## config.mk

```make
export PLATFORM = sky130hd
export DESIGN_NAME = command_frame_safety_gate
export DESIGN_NICKNAME = d
export VERILOG_FILES = /design/src/hw/rtl/cfsg_pkg.sv /design/src/hw/rtl/cfsg_front.sv /design/src/hw/rtl/cfsg_queue.sv /design/src/hw/rtl/command_frame_safety_gate.sv
export SDC_FILE = /design/constraint.sdc
export NUM_CORES = 1
export LEC_CHECK = 0
export BUFFER_PORTS_ARGS = -buffer_cell sky130_fd_sc_hd__buf_2
export CAP_MARGIN = 0
export CORE_ASPECT_RATIO = 1.75
export CORE_MARGIN = 8
export CORE_UTILIZATION = 40
export CTS_CLUSTER_SIZE = 25
export DETAILED_ROUTE_END_ITERATION = 7
export PLACE_DENSITY = 0.67
export SYNTH_ARGS = -nofsm -noshare
export SYNTH_HDL_FRONTEND = slang
export SYNTH_SLANG_ARGS = --single-unit
```

## constraint.sdc

```tcl
create_clock -name clk_i -period 4.85 [get_ports clk_i]
set_input_delay 0.2425 -clock clk_i [delete_from_list [all_inputs] [get_ports clk_i]]
set_output_delay 0.2425 -clock clk_i [all_outputs]
set_load 0.05 [all_outputs]
```

## src/hw/rtl/cfsg_pkg.sv

```systemverilog
// ----------------------------------------------------------------------------
// cfsg_pkg: shared types and constants for the command frame safety gate
// Word formats, configuration indexes, counter sizing and queue sizing.
// ----------------------------------------------------------------------------
package cfsg_pkg;

  // Width of the elapsed millisecond counter (range 10 to 32).
  localparam int CounterWidth = 16;
  // Compare width that holds both the counter and the 16-bit timeout.
  localparam int CmpWidth     = (CounterWidth > 16) ? CounterWidth : 16;

  localparam logic [15:0] SyncWordReset  = 16'hABCD;
  localparam logic [15:0] TimeoutReset   = 16'd500;

  // Depth of the result queue between the front and the back.
  localparam int QueueDepth = 4;
  localparam int QueuePtrW  = $clog2(QueueDepth);

  typedef enum logic {
    CfgSyncWord = 1'b0,
    CfgTimeout  = 1'b1
  } cfg_idx_e;

  typedef enum logic {
    CmdRxByte = 1'b0,
    CmdTick   = 1'b1
  } cmd_e;

  typedef enum logic {
    KindStop = 1'b0,
    KindHeld = 1'b1
  } frame_kind_e;

  // Byte positions within a frame, counted from the first start byte.
  localparam logic [2:0] PosSteerLo = 3'd2;
  localparam logic [2:0] PosSteerHi = 3'd3;
  localparam logic [2:0] PosSpeedLo = 3'd4;
  localparam logic [2:0] PosSpeedHi = 3'd5;
  localparam logic [2:0] PosCheckLo = 3'd6;
  localparam logic [2:0] PosCheckHi = 3'd7;

  typedef struct packed {
    logic       command;
    logic [7:0] rx_byte;
    logic       button_level;
  } in_word_t;

  typedef struct packed {
    logic               frame_kind;
    logic        [15:0] start_field;
    logic signed [15:0] steer_value;
    logic signed [15:0] speed_value;
    logic        [15:0] check_value;
  } out_word_t;

endpackage

```

## src/hw/rtl/cfsg_front.sv

```systemverilog
// ----------------------------------------------------------------------------
// cfsg_front: frame parser and safety decision
// Hunts for the sync word, assembles and checks frames, counts milliseconds
// and decides per word whether a stop frame or the held frame goes out.
// ----------------------------------------------------------------------------
module cfsg_front (
  input  logic               clk_i,
  input  logic               rst_ni,
  input  logic               cfg_we_i,
  input  logic               cfg_index_i,
  input  logic [15:0]        cfg_data_i,
  input  logic               in_valid_i,
  output logic               in_ready_o,
  input  cfsg_pkg::in_word_t in_word_i,
  input  logic               q_ready_i,
  output logic               push_valid_o,
  output cfsg_pkg::out_word_t push_word_o
);
  import cfsg_pkg::*;

  logic [15:0] sync_word_q, timeout_q;
  logic [15:0] sync_shift_q, sync_shift_d;
  logic        receiving_q, receiving_d;
  logic [2:0]  byte_idx_q, byte_idx_d;
  logic [15:0] steer_q, steer_d, speed_q, speed_d;
  logic [7:0]  check_lo_q, check_lo_d;
  logic [15:0] held_start_q, held_start_d, held_steer_q, held_steer_d;
  logic [15:0] held_speed_q, held_speed_d, held_check_q, held_check_d;
  logic        pending_q, pending_d;
  logic [CounterWidth-1:0] elapsed_q, elapsed_d;

  logic        accept;
  logic        stop;
  logic        emit_held;
  logic [15:0] shift_nx;
  logic [15:0] check_full;

  assign in_ready_o = q_ready_i;
  assign accept     = in_valid_i & q_ready_i;

  always_ff @(posedge clk_i or negedge rst_ni) begin
    if (!rst_ni) begin
      sync_word_q <= SyncWordReset;
      timeout_q   <= TimeoutReset;
    end else if (cfg_we_i) begin
      unique case (cfg_idx_e'(cfg_index_i))
        CfgSyncWord: sync_word_q <= cfg_data_i;
        CfgTimeout:  timeout_q   <= cfg_data_i;
      endcase
    end
  end

  always_comb begin
    sync_shift_d = sync_shift_q;
    receiving_d  = receiving_q;
    byte_idx_d   = byte_idx_q;
    steer_d      = steer_q;
    speed_d      = speed_q;
    check_lo_d   = check_lo_q;
    held_start_d = held_start_q;
    held_steer_d = held_steer_q;
    held_speed_d = held_speed_q;
    held_check_d = held_check_q;
    pending_d    = pending_q;
    elapsed_d    = elapsed_q;
    shift_nx     = {in_word_i.rx_byte, sync_shift_q[15:8]};
    check_full   = {in_word_i.rx_byte, check_lo_q};
    stop         = 1'b0;
    emit_held    = 1'b0;

    if (accept) begin
      if (cmd_e'(in_word_i.command) == CmdTick) begin
        if (!(&elapsed_q)) begin
          elapsed_d = elapsed_q + 1'b1;
        end
      end else if (!receiving_q) begin
        sync_shift_d = shift_nx;
        if (shift_nx == sync_word_q) begin
          receiving_d = 1'b1;
          byte_idx_d  = PosSteerLo;
        end
      end else begin
        byte_idx_d = byte_idx_q + 1'b1;
        unique case (byte_idx_q)
          PosSteerLo: steer_d[7:0]  = in_word_i.rx_byte;
          PosSteerHi: steer_d[15:8] = in_word_i.rx_byte;
          PosSpeedLo: speed_d[7:0]  = in_word_i.rx_byte;
          PosSpeedHi: speed_d[15:8] = in_word_i.rx_byte;
          PosCheckLo: check_lo_d    = in_word_i.rx_byte;
          PosCheckHi: begin
            // Last byte: check the XOR sum, then go back to hunting.
            if ((sync_shift_q ^ steer_q ^ speed_q) == check_full) begin
              held_start_d = sync_shift_q;
              held_steer_d = steer_q;
              held_speed_d = speed_q;
              held_check_d = check_full;
              elapsed_d    = '0;
            end
            sync_shift_d = '0;
            receiving_d  = 1'b0;
            byte_idx_d   = '0;
            pending_d    = 1'b1;
          end
          default: ;
        endcase
      end

      stop = !in_word_i.button_level ||
             (CmpWidth'(elapsed_d) > CmpWidth'(timeout_q));
      if (!stop && pending_d) begin
        emit_held = 1'b1;
        pending_d = 1'b0;
      end
    end
  end

  assign push_valid_o = stop | emit_held;

  always_comb begin
    if (stop) begin
      push_word_o.frame_kind  = KindStop;
      push_word_o.start_field = sync_word_q;
      push_word_o.steer_value = '0;
      push_word_o.speed_value = '0;
      push_word_o.check_value = sync_word_q;
    end else begin
      push_word_o.frame_kind  = KindHeld;
      push_word_o.start_field = held_start_d;
      push_word_o.steer_value = held_steer_d;
      push_word_o.speed_value = held_speed_d;
      push_word_o.check_value = held_check_d;
    end
  end

  always_ff @(posedge clk_i or negedge rst_ni) begin
    if (!rst_ni) begin
      sync_shift_q <= '0;
      receiving_q  <= 1'b0;
      byte_idx_q   <= '0;
      held_start_q <= '0;
      held_steer_q <= '0;
      held_speed_q <= '0;
      held_check_q <= '0;
      pending_q    <= 1'b0;
      elapsed_q    <= '0;
    end else begin
      sync_shift_q <= sync_shift_d;
      receiving_q  <= receiving_d;
      byte_idx_q   <= byte_idx_d;
      held_start_q <= held_start_d;
      held_steer_q <= held_steer_d;
      held_speed_q <= held_speed_d;
      held_check_q <= held_check_d;
      pending_q    <= pending_d;
      elapsed_q    <= elapsed_d;
    end
  end

  always_ff @(posedge clk_i) begin
    steer_q    <= steer_d;
    speed_q    <= speed_d;
    check_lo_q <= check_lo_d;
  end

endmodule

```

## src/hw/rtl/cfsg_queue.sv

```systemverilog
// ----------------------------------------------------------------------------
// cfsg_queue: result queue and output stage
// Small FIFO of result words that decouples the parser from the consumer.
// ----------------------------------------------------------------------------
module cfsg_queue (
  input  logic                clk_i,
  input  logic                rst_ni,
  input  logic                push_valid_i,
  input  cfsg_pkg::out_word_t push_word_i,
  output logic                q_ready_o,
  output logic                out_valid_o,
  input  logic                out_ready_i,
  output cfsg_pkg::out_word_t out_word_o
);
  import cfsg_pkg::*;

  out_word_t            mem_q [QueueDepth];
  logic [QueuePtrW-1:0] wr_ptr_q, rd_ptr_q;
  logic [QueuePtrW:0]   count_q;
  logic                 do_push, do_pop;

  assign q_ready_o   = (count_q != (QueuePtrW+1)'(QueueDepth));
  assign out_valid_o = (count_q != '0);
  assign out_word_o  = mem_q[rd_ptr_q];
  assign do_push     = push_valid_i & q_ready_o;
  assign do_pop      = out_valid_o & out_ready_i;

  always_ff @(posedge clk_i) begin
    if (do_push) begin
      mem_q[wr_ptr_q] <= push_word_i;
    end
  end

  always_ff @(posedge clk_i or negedge rst_ni) begin
    if (!rst_ni) begin
      wr_ptr_q <= '0;
      rd_ptr_q <= '0;
      count_q  <= '0;
    end else begin
      if (do_push) begin
        wr_ptr_q <= wr_ptr_q + 1'b1;
      end
      if (do_pop) begin
        rd_ptr_q <= rd_ptr_q + 1'b1;
      end
      if (do_push && !do_pop) begin
        count_q <= count_q + 1'b1;
      end else if (!do_push && do_pop) begin
        count_q <= count_q - 1'b1;
      end
    end
  end

endmodule

```

## src/hw/rtl/command_frame_safety_gate.sv

```systemverilog
// ----------------------------------------------------------------------------
// command_frame_safety_gate: serial command frame parser with safety gate
// Parses sync-framed steer/speed commands and forces a stop frame on a low
// button level or a command timeout.
// ----------------------------------------------------------------------------
//
//  Channel   Direction  Handshake              Word
//  in        input      in_valid_i/in_ready_o   in_word_i  (byte or ms tick)
//  out       output     out_valid_o/out_ready_i out_word_o (frame to send)
//  cfg       input      cfg_we_i                cfg_index_i, cfg_data_i
//
// The block takes one input word per cycle; input ready drops only when the
// four-entry queue is full. The parser state is updated in the cycle of
// acceptance, so the next word can follow immediately. A result is queued
// at the edge that accepts its word. Reset restores sync word 0xABCD and
// timeout 500 ms and clears all parser state but the steer, speed and check
// assembly bytes; no clearing pass is needed, so words are taken right after
// reset. Configuration writes take effect at the edge where cfg_we_i is high.
//
module command_frame_safety_gate (
  input  logic                clk_i,
  input  logic                rst_ni,
  input  logic                cfg_we_i,
  input  logic                cfg_index_i,
  input  logic [15:0]         cfg_data_i,
  input  logic                in_valid_i,
  output logic                in_ready_o,
  input  cfsg_pkg::in_word_t  in_word_i,
  output logic                out_valid_o,
  input  logic                out_ready_i,
  output cfsg_pkg::out_word_t out_word_o
);
  import cfsg_pkg::*;

  logic      q_ready;
  logic      push_valid;
  out_word_t push_word;

  // Front: frame hunting, assembly, checksum, timeout and output decision.
  cfsg_front u_front (
    .clk_i        (clk_i),
    .rst_ni       (rst_ni),
    .cfg_we_i     (cfg_we_i),
    .cfg_index_i  (cfg_index_i),
    .cfg_data_i   (cfg_data_i),
    .in_valid_i   (in_valid_i),
    .in_ready_o   (in_ready_o),
    .in_word_i    (in_word_i),
    .q_ready_i    (q_ready),
    .push_valid_o (push_valid),
    .push_word_o  (push_word)
  );

  // Back: queue of finished frames, drained by the consumer at its own pace.
  cfsg_queue u_queue (
    .clk_i        (clk_i),
    .rst_ni       (rst_ni),
    .push_valid_i (push_valid),
    .push_word_i  (push_word),
    .q_ready_o    (q_ready),
    .out_valid_o  (out_valid_o),
    .out_ready_i  (out_ready_i),
    .out_word_o   (out_word_o)
  );

endmodule

```

==> impl_metrics.yaml, run 1 <==
run_status:
  status: "complete, no violations"
yosys:
  yosysSeqAreaShare_pct: 68.7
  synth-simple-area-share_pct: 4.52
  synth-edff-count: 300
  synth.top_cell.area_share_pct: 49.4
  ys_warn_count: 0
  synth_ff_type: "edfxtp_1"
  synth-seq-cells: 440
  muxShareOfSynthArea_pct: 17.0
  async_reset_ff_share_pct: 31.8
  synth.net_count: 1099
  syn_area_per_cell_um2: 17.6
  yosysUniqueCellTypes: 45
  synth_area_leaders: "edfxtp_1 49%, dfrtp_1 17%, mux4_2 8.0%, mux2_2 4.4%, xnor2_1 2.8%"
  syn_area_um2: 18300
  yosysTopAreaCell: "edfxtp_1"
  synthAdderAreaFrac_pct: 2.03
  synth_top_family_by_area: "multiplexers"
  synth_compound_area_share_pct: 2.69
  synth_xor_area_share_pct: 3.50
  syn_inst: 1038
worst_hold_path:
  hp-class: "input port to flip-flop"
drt:
  avgRoutedWirePerCell_um: 22.7
  drtIter0Drc: 610
  viasPerCell: 5.25
  vias: 9344
  post-route-drc-count: 0
  detail-route-antenna-nets: 0
  wl_met1_um: 15100
  wl_met3_um: 1160
  wl_met2_um: 22700
  highest_layer: "met4"
  drt_pass1_iterations: 5
  wl_um: 40500
floorplanning:
  coreArea_um2: 45100
  die_x_um: 177
  start_util_pct: 40.5
  dieArea_um2: 53000
  die_h_um: 299
  rows: 103
  ios: 99
sta:
  finalCritPeriodShare_pct: 92.8
  rsz0062_at_grt: "false"
  tns_ns: 0
  finalSetupViolCount: 0
  worstMarginPinSlew_ns: 1.02
  slew_headroom_pct: 31.7
  hold_viol: 0
  max_freq_mhz: 222
  period_needed_ns: 4.50
  clock_skew_ns: 0.0173
  drv_slew: 0
setup_path:
  path_class: "flip-flop to flip-flop"
  cp-start-kind: "flip-flop"
  worstPathRequired_ns: 5.29
  path_max_fanout: 23
  crit_arrival_ns: 4.94
  cp-end-kind: "flip-flop"
global_route:
  grt_pass1_vias: 9917
  grt_pass1_wl_um: 61800
  grt_max_degree: 103
  grt_antenna_before_repair: 0
  overflow: 0
  grt_usage_pct: 15.4
clock_network:
  clk_path_buf_depth: 3
  cts_root_buf: "clkbuf_16"
  cts-buffers-inserted: 38
  clk_latency_ns: 0.53
  cts_tree: "built"
  h-tree-depth: 2
  clkTransAtPathRegs_ns: 0.06
  post_cts_buffers: 0
  clkSinkCount: 440
layout:
  num_antenna_cells: 0
  final_net_count: 1235
  largest_register: "u_queue.mem_q"
  largest_register_ffs: 260
  drive_gt1_share_pct: 30.7
  syn2layout_area_growth_pct: 14.3
power_and_ir_drop:
  power_density_nw_per_um2: 532
  ir_worst_vdd_mv: 0.342
  power.total_w: 0.0111
  p_leak_nw: 8.11
place:
  io_buffers: 98
  place.gp.congestion: 0.842
  hpwl_um: 28400
flow_run:
  drv_cap: 0
cell families (layout without fill, tap and decap cells):
family          Yosys count  after routing
compound gates           72             72
fa+ha+maj                29             29
mux                     202            202
simple gates            155            155
buf+inv                  67            232
xor+xnor                 73             73
flops                   440            440
synthesized netlist by cell type (all sizes together) (17+ instances only):
library cell and count:
edfxtp 300, mux2 132, dfrtp 124, mux4 65
xnor2 58, and2 38, nand2 30, ha 28
inv 26, nor2 26, clkbuf 22, a21oi 19
buf 19, nand3 19, a22o 17
per-stage QoR:
step                hold slack, ns  cells  worst slack [ns]  area (µm²)  utilization [%]
finish                      0.0156   1780             0.347       20900             46.2
global route               0.00483   1780            0.0353       20900             46.2
CTS                       0.000145   1780             0.204       20800             46.2
detailed placement           0.410   1697             0.226       19500             43.3
global placement             0.405   1697             0.263       19500             43.3
floorplan                  -0.0531   1038             0.388       18300                -
per-layer routing:
metal / vias to the layer above / track usage, %
met1: 4850 / 16.8
met3: 73 / 2.00
li1: 4226 / -
met5: - / 0
met4: 0 / 6.81
met2: 195 / 29.2
area by class of cell:
class                   instances  area (µm²)
fillers                      3897       24300
flip-flops and latches        440       12500
multi-input cells             531        5460
clock buffers                  55        1060
repair buffers                137         862
well taps                     577         722
clock inverters                14         121
inverters                      26        97.6
report_power, final:
group          total (W)  internal (W)  switching, W
clock            0.00291       0.00163       0.00128
combinational    0.00334       0.00114       0.00221
sequential       0.00484       0.00445      0.000392
total             0.0111       0.00721       0.00388
layout by cell type, fill, tap and decap left out, types with 9 or more instances in the layout:
cell | Yosys | layout
edfxtp_1 | 300 | 300
nand3_1 | 18 | 18
mux2_4 | 28 | 28
xor2_1 | 15 | 14
inv_1 | 26 | 26
and3_1 | 10 | 10
nand4_1 | 16 | 16
nand2_1 | 30 | 30
xnor2_1 | 58 | 57
and2_1 | 38 | 34
a21oi_1 | 19 | 19
ha_1 | 28 | 28
buf_4 | 0 | 22
dfrtp_1 | 124 | 122
a31oi_1 | 13 | 13
clkbuf_16 | 0 | 39
o21ai_0 | 9 | 9
clkbuf_1 | 22 | 13
dlygate4sd3_1 | 0 | 14
nor2_1 | 26 | 24
a22o_1 | 17 | 17
dfstp_2 | 16 | 16
buf_2 | 11 | 97
mux4_2 | 65 | 65
mux2_1 | 32 | 32
mux2_2 | 72 | 72
final timing paths:
| kind | from | to | slack (ns) | cells after the start |
|---|---|---|---|---|
| setup / recovery | u_front.sync_shift_q[10] | u_queue.count_q[2] | 0.35 | 21 |
| max in group asynchronous | rst_ni | u_front.sync_word_q[2] | 3.38 | 3 |
| hold reg to reg | u_front.held_speed_q[2] | u_front.held_speed_q[2] | 0.48 | 1 |
| setup reg to reg | u_front.sync_shift_q[10] | u_queue.count_q[2] | 0.35 | 21 |
| min in group asynchronous | rst_ni | u_front.elapsed_q[15] | 0.37 | 2 |
| hold / removal | cfg_data_i[12] | u_front.timeout_q[12] | 0.02 | 2 |
what timing repair did:
action                                  CTS  global route
hold buffers                             14             0
hold endpoints to repair                114             0
resized for setup                         0             4
endpoints found under the setup margin    0           197
critical path, stage by stage (launching register included):
cell and delay (ns):
dfrtp_1 0.47, xnor2_1 0.34, xnor2_1 0.19, nand4_1 0.16
nor2_2 0.25, nand2_1 0.08, buf_4 0.22, nand3_1 0.13
o21ai_0 0.11, ha_1 0.32, nand4_1 0.09, nor2_1 0.20
and3_1 0.18, a2111oi_0 0.08, a21o_1 0.23, a21oi_1 0.22
ha_1 0.24, inv_1 0.06, fa_1 0.37, xor2_1 0.17
nor2_1 0.12, xor2_1 0.17
No activity file was read; power rests on OpenSTA's default activity.
==> run 2: changes to the inputs <==
--- a/config.mk
+++ b/config.mk
@@ -5,14 +5,14 @@
 export SDC_FILE = /design/constraint.sdc
 export NUM_CORES = 1
 export LEC_CHECK = 0
-export BUFFER_PORTS_ARGS = -buffer_cell sky130_fd_sc_hd__buf_2
+export BUFFER_PORTS_ARGS = -buffer_cell sky130_fd_sc_hd__clkbuf_2
 export CAP_MARGIN = 0
 export CORE_ASPECT_RATIO = 1.75
 export CORE_MARGIN = 8
 export CORE_UTILIZATION = 40
 export CTS_CLUSTER_SIZE = 25
 export DETAILED_ROUTE_END_ITERATION = 7
-export PLACE_DENSITY = 0.67
+export PLACE_DENSITY = 0.65
 export SYNTH_ARGS = -nofsm -noshare
 export SYNTH_HDL_FRONTEND = slang
 export SYNTH_SLANG_ARGS = --single-unit
==> constraint.sdc (replaced) <==
create_clock -name clk_i -period 4.3 [get_ports clk_i]
set_input_delay 0.215 -clock clk_i [delete_from_list [all_inputs] [get_ports clk_i]]
set_output_delay 0.215 -clock clk_i [all_outputs]
set_load 0.05 [all_outputs]
==> impl_metrics.yaml, run 2 (synthesis results as in run 1) <==
run_status:
  status: "complete, no violations"
layout:
  largest_register: "u_queue.mem_q"
  layout_commonest_cell: "edfxtp_1"
  final_cell_mix: "300 x edfxtp_1, 114 x dfrtp_1, 97 x clkbuf_2"
  final_net_count: 1285
  drive_gt1_share_pct: 35.7
  syn2layout_area_growth_pct: 18.1
  num_antenna_cells: 0
  stdcell_count: 1830
  largest_register_ffs: 260
  stdcell_area_um2: 21600
global_route:
  grt_pass1_vias: 10338
  grt_max_degree: 95
  overflow: 0
  grt_pass1_wl_um: 63600
  grt_usage_pct: 15.8
  grt_antenna_before_repair: 0
floorplanning:
  ios: 99
  dieArea_um2: 53000
  die_h_um: 299
  rows: 103
  die_x_um: 177
  coreArea_um2: 45100
  start_util_pct: 40.5
setup_path:
  worstPathRequired_ns: 4.73
  cp-start-kind: "flip-flop"
  crit_arrival_ns: 4.56
  path_buf_inv: 3
  worst_path_max_delay_cell: "dfrtp_1"
  cp-end-kind: "flip-flop"
  critPathMaxStageDelay_ns: 0.42
  path_delay_family: "adder cells"
  path_max_fanout: 12
  path_class: "flip-flop to flip-flop"
  path_cells: "xor2_1, xnor2_1, nand4_1, nor2_2, buf_6, nand2_4, buf_12, nand3_1, o21ai_1, ha_1, and3_4, and3_1, a2111oi_2, a21o_1, a21oi_2, ha_2, inv_1, fa_1, mux2_2"
clock_network:
  clkSinkCount: 440
  cts_tree: "built"
  clk_path_buf_depth: 3
  clkTransAtPathRegs_ns: 0.07
  cts-buffers-inserted: 37
  h-tree-depth: 2
  cts_root_buf: "clkbuf_16"
  clk_latency_ns: 0.55
sta:
  worstMarginPinSlew_ns: 0.981
  clock_skew_ns: 0.0226
  max_freq_mhz: 242
  slew_headroom_pct: 34.6
  hold_viol: 0
  tns_ns: 0
  period_needed_ns: 4.13
  timing.hold.ws_ns: 0.101
  drv_slew: 0
  finalCritPeriodShare_pct: 96.0
  finalSetupViolCount: 0
power_and_ir_drop:
  pwr-share-clk_pct: 26.0
  ir_worst_vdd_mv: 0.295
  combPwrFrac_pct: 31.3
  switching_share_pct: 35.5
  netSwitchingPower_w: 0.00452
  seq_power_share_pct: 42.7
  p_leak_nw: 8.49
  power_density_nw_per_um2: 591
  p_int_w: 0.00822
worst_hold_path:
  hp-class: "input port to flip-flop"
drt:
  detail-route-antenna-nets: 0
  drtIter0Drc: 565
  avgRoutedWirePerCell_um: 22.8
  wl_um: 41700
  post-route-drc-count: 0
  drt_pass1_iterations: 4
  vias: 9638
  viasPerCell: 5.27
place:
  hpwl_um: 28800
  dpl_cell_area_um2: 19800
  io_buffers: 98
  place.gp.congestion: 0.811
  dp.cells: 1724
flow_run:
  drv_cap: 0
run 2: cell types whose count changed in the layout (fill, tap and decap cells not counted), sizes merged:
cell	previous run	this run
clkinvlp	0	2
clkinv	11	10
buf	123	72
dlygate4sd3	14	18
clkbuf	55	151
run 2: final timing paths:
check / from / end / slack (ns) / cells after the start
setup / recovery: u_front.sync_shift_q[3] / u_queue.count_q[1] / 0.17 / 19
hold / removal: in_word_i[7] / u_front.check_lo_q[6] / 0.10 / 2
setup reg to reg: u_front.sync_shift_q[3] / u_queue.count_q[1] / 0.17 / 19
hold reg to reg: u_front.held_steer_q[10] / u_front.held_steer_q[10] / 0.49 / 1
max in group asynchronous: rst_ni / u_queue.rd_ptr_q[0] / 3.01 / 3
min in group asynchronous: rst_ni / u_front.sync_word_q[4] / 0.34 / 2
run 2: per-layer routing:
| layer | track usage, % | part of all wire, % | vias up |
|---|---|---|---|
| met5 | 0 | 0 | - |
| met4 | 6.61 | 4.1 | 0 |
| met3 | 1.97 | 3.0 | 73 |
| met2 | 30.0 | 57 | 185 |
| met1 | 17.3 | 36 | 5058 |
| li1 | - | - | 4322 |
run 2: final cells by class:
type | instances | area (µm²)
Clock inverter | 15 | 150
Timing Repair Buffer | 188 | 1390
Sequential cell | 440 | 12500
Tap cell | 577 | 722
Clock buffer | 53 | 1030
Fill cell | 3881 | 23600
Inverter | 26 | 97.6
Multi-Input combinational cell | 531 | 5610
run 2: what timing repair did:
action / in CTS / in global routing
resized for setup: 9 / 38
buffers inserted: 1 / 18
hold buffers: 18 / 0
cloned: 0 / 1
endpoints found under the setup margin: 494 / 515
pin swaps: 1 / 13
hold endpoints to repair: 112 / 0
run 2: power by group through the flow:
stage	logic (W)	clock network [W]	registers [W]
floorplan	0.00304	0	0.00526
global route	0.00424	0.00355	0.00550
global placement	0.00401	0	0.00550
finish	0.00399	0.00332	0.00544
detailed placement	0.00403	0	0.00553
CTS	0.00406	0.00340	0.00545
run 2: worst register-to-register path, cell delays in order (launching register included):
cell       delay [ns]
dfrtp_1          0.42
xor2_1           0.33
xnor2_1          0.16
nand4_1          0.12
nor2_2           0.19
buf_6            0.15
nand2_4          0.07
buf_12           0.16
nand3_1          0.08
o21ai_1          0.08
ha_1             0.32
and3_4           0.19
and3_1           0.19
a2111oi_2        0.36
a21o_1           0.20
a21oi_2          0.07
ha_2             0.22
inv_1            0.06
fa_1             0.40
mux2_2           0.26
run 2: per-stage QoR:
stage / total power [W] / worst slack (ns) / utilization (%)
floorplan: 0.00831 / -0.162 / -
global placement: 0.00952 / -0.00828 / 43.9
detailed placement: 0.00956 / -0.126 / 43.9
CTS: 0.0129 / 0.0272 / 47.1
global route: 0.0133 / -0.0443 / 47.8
finish: 0.0127 / 0.171 / 47.8
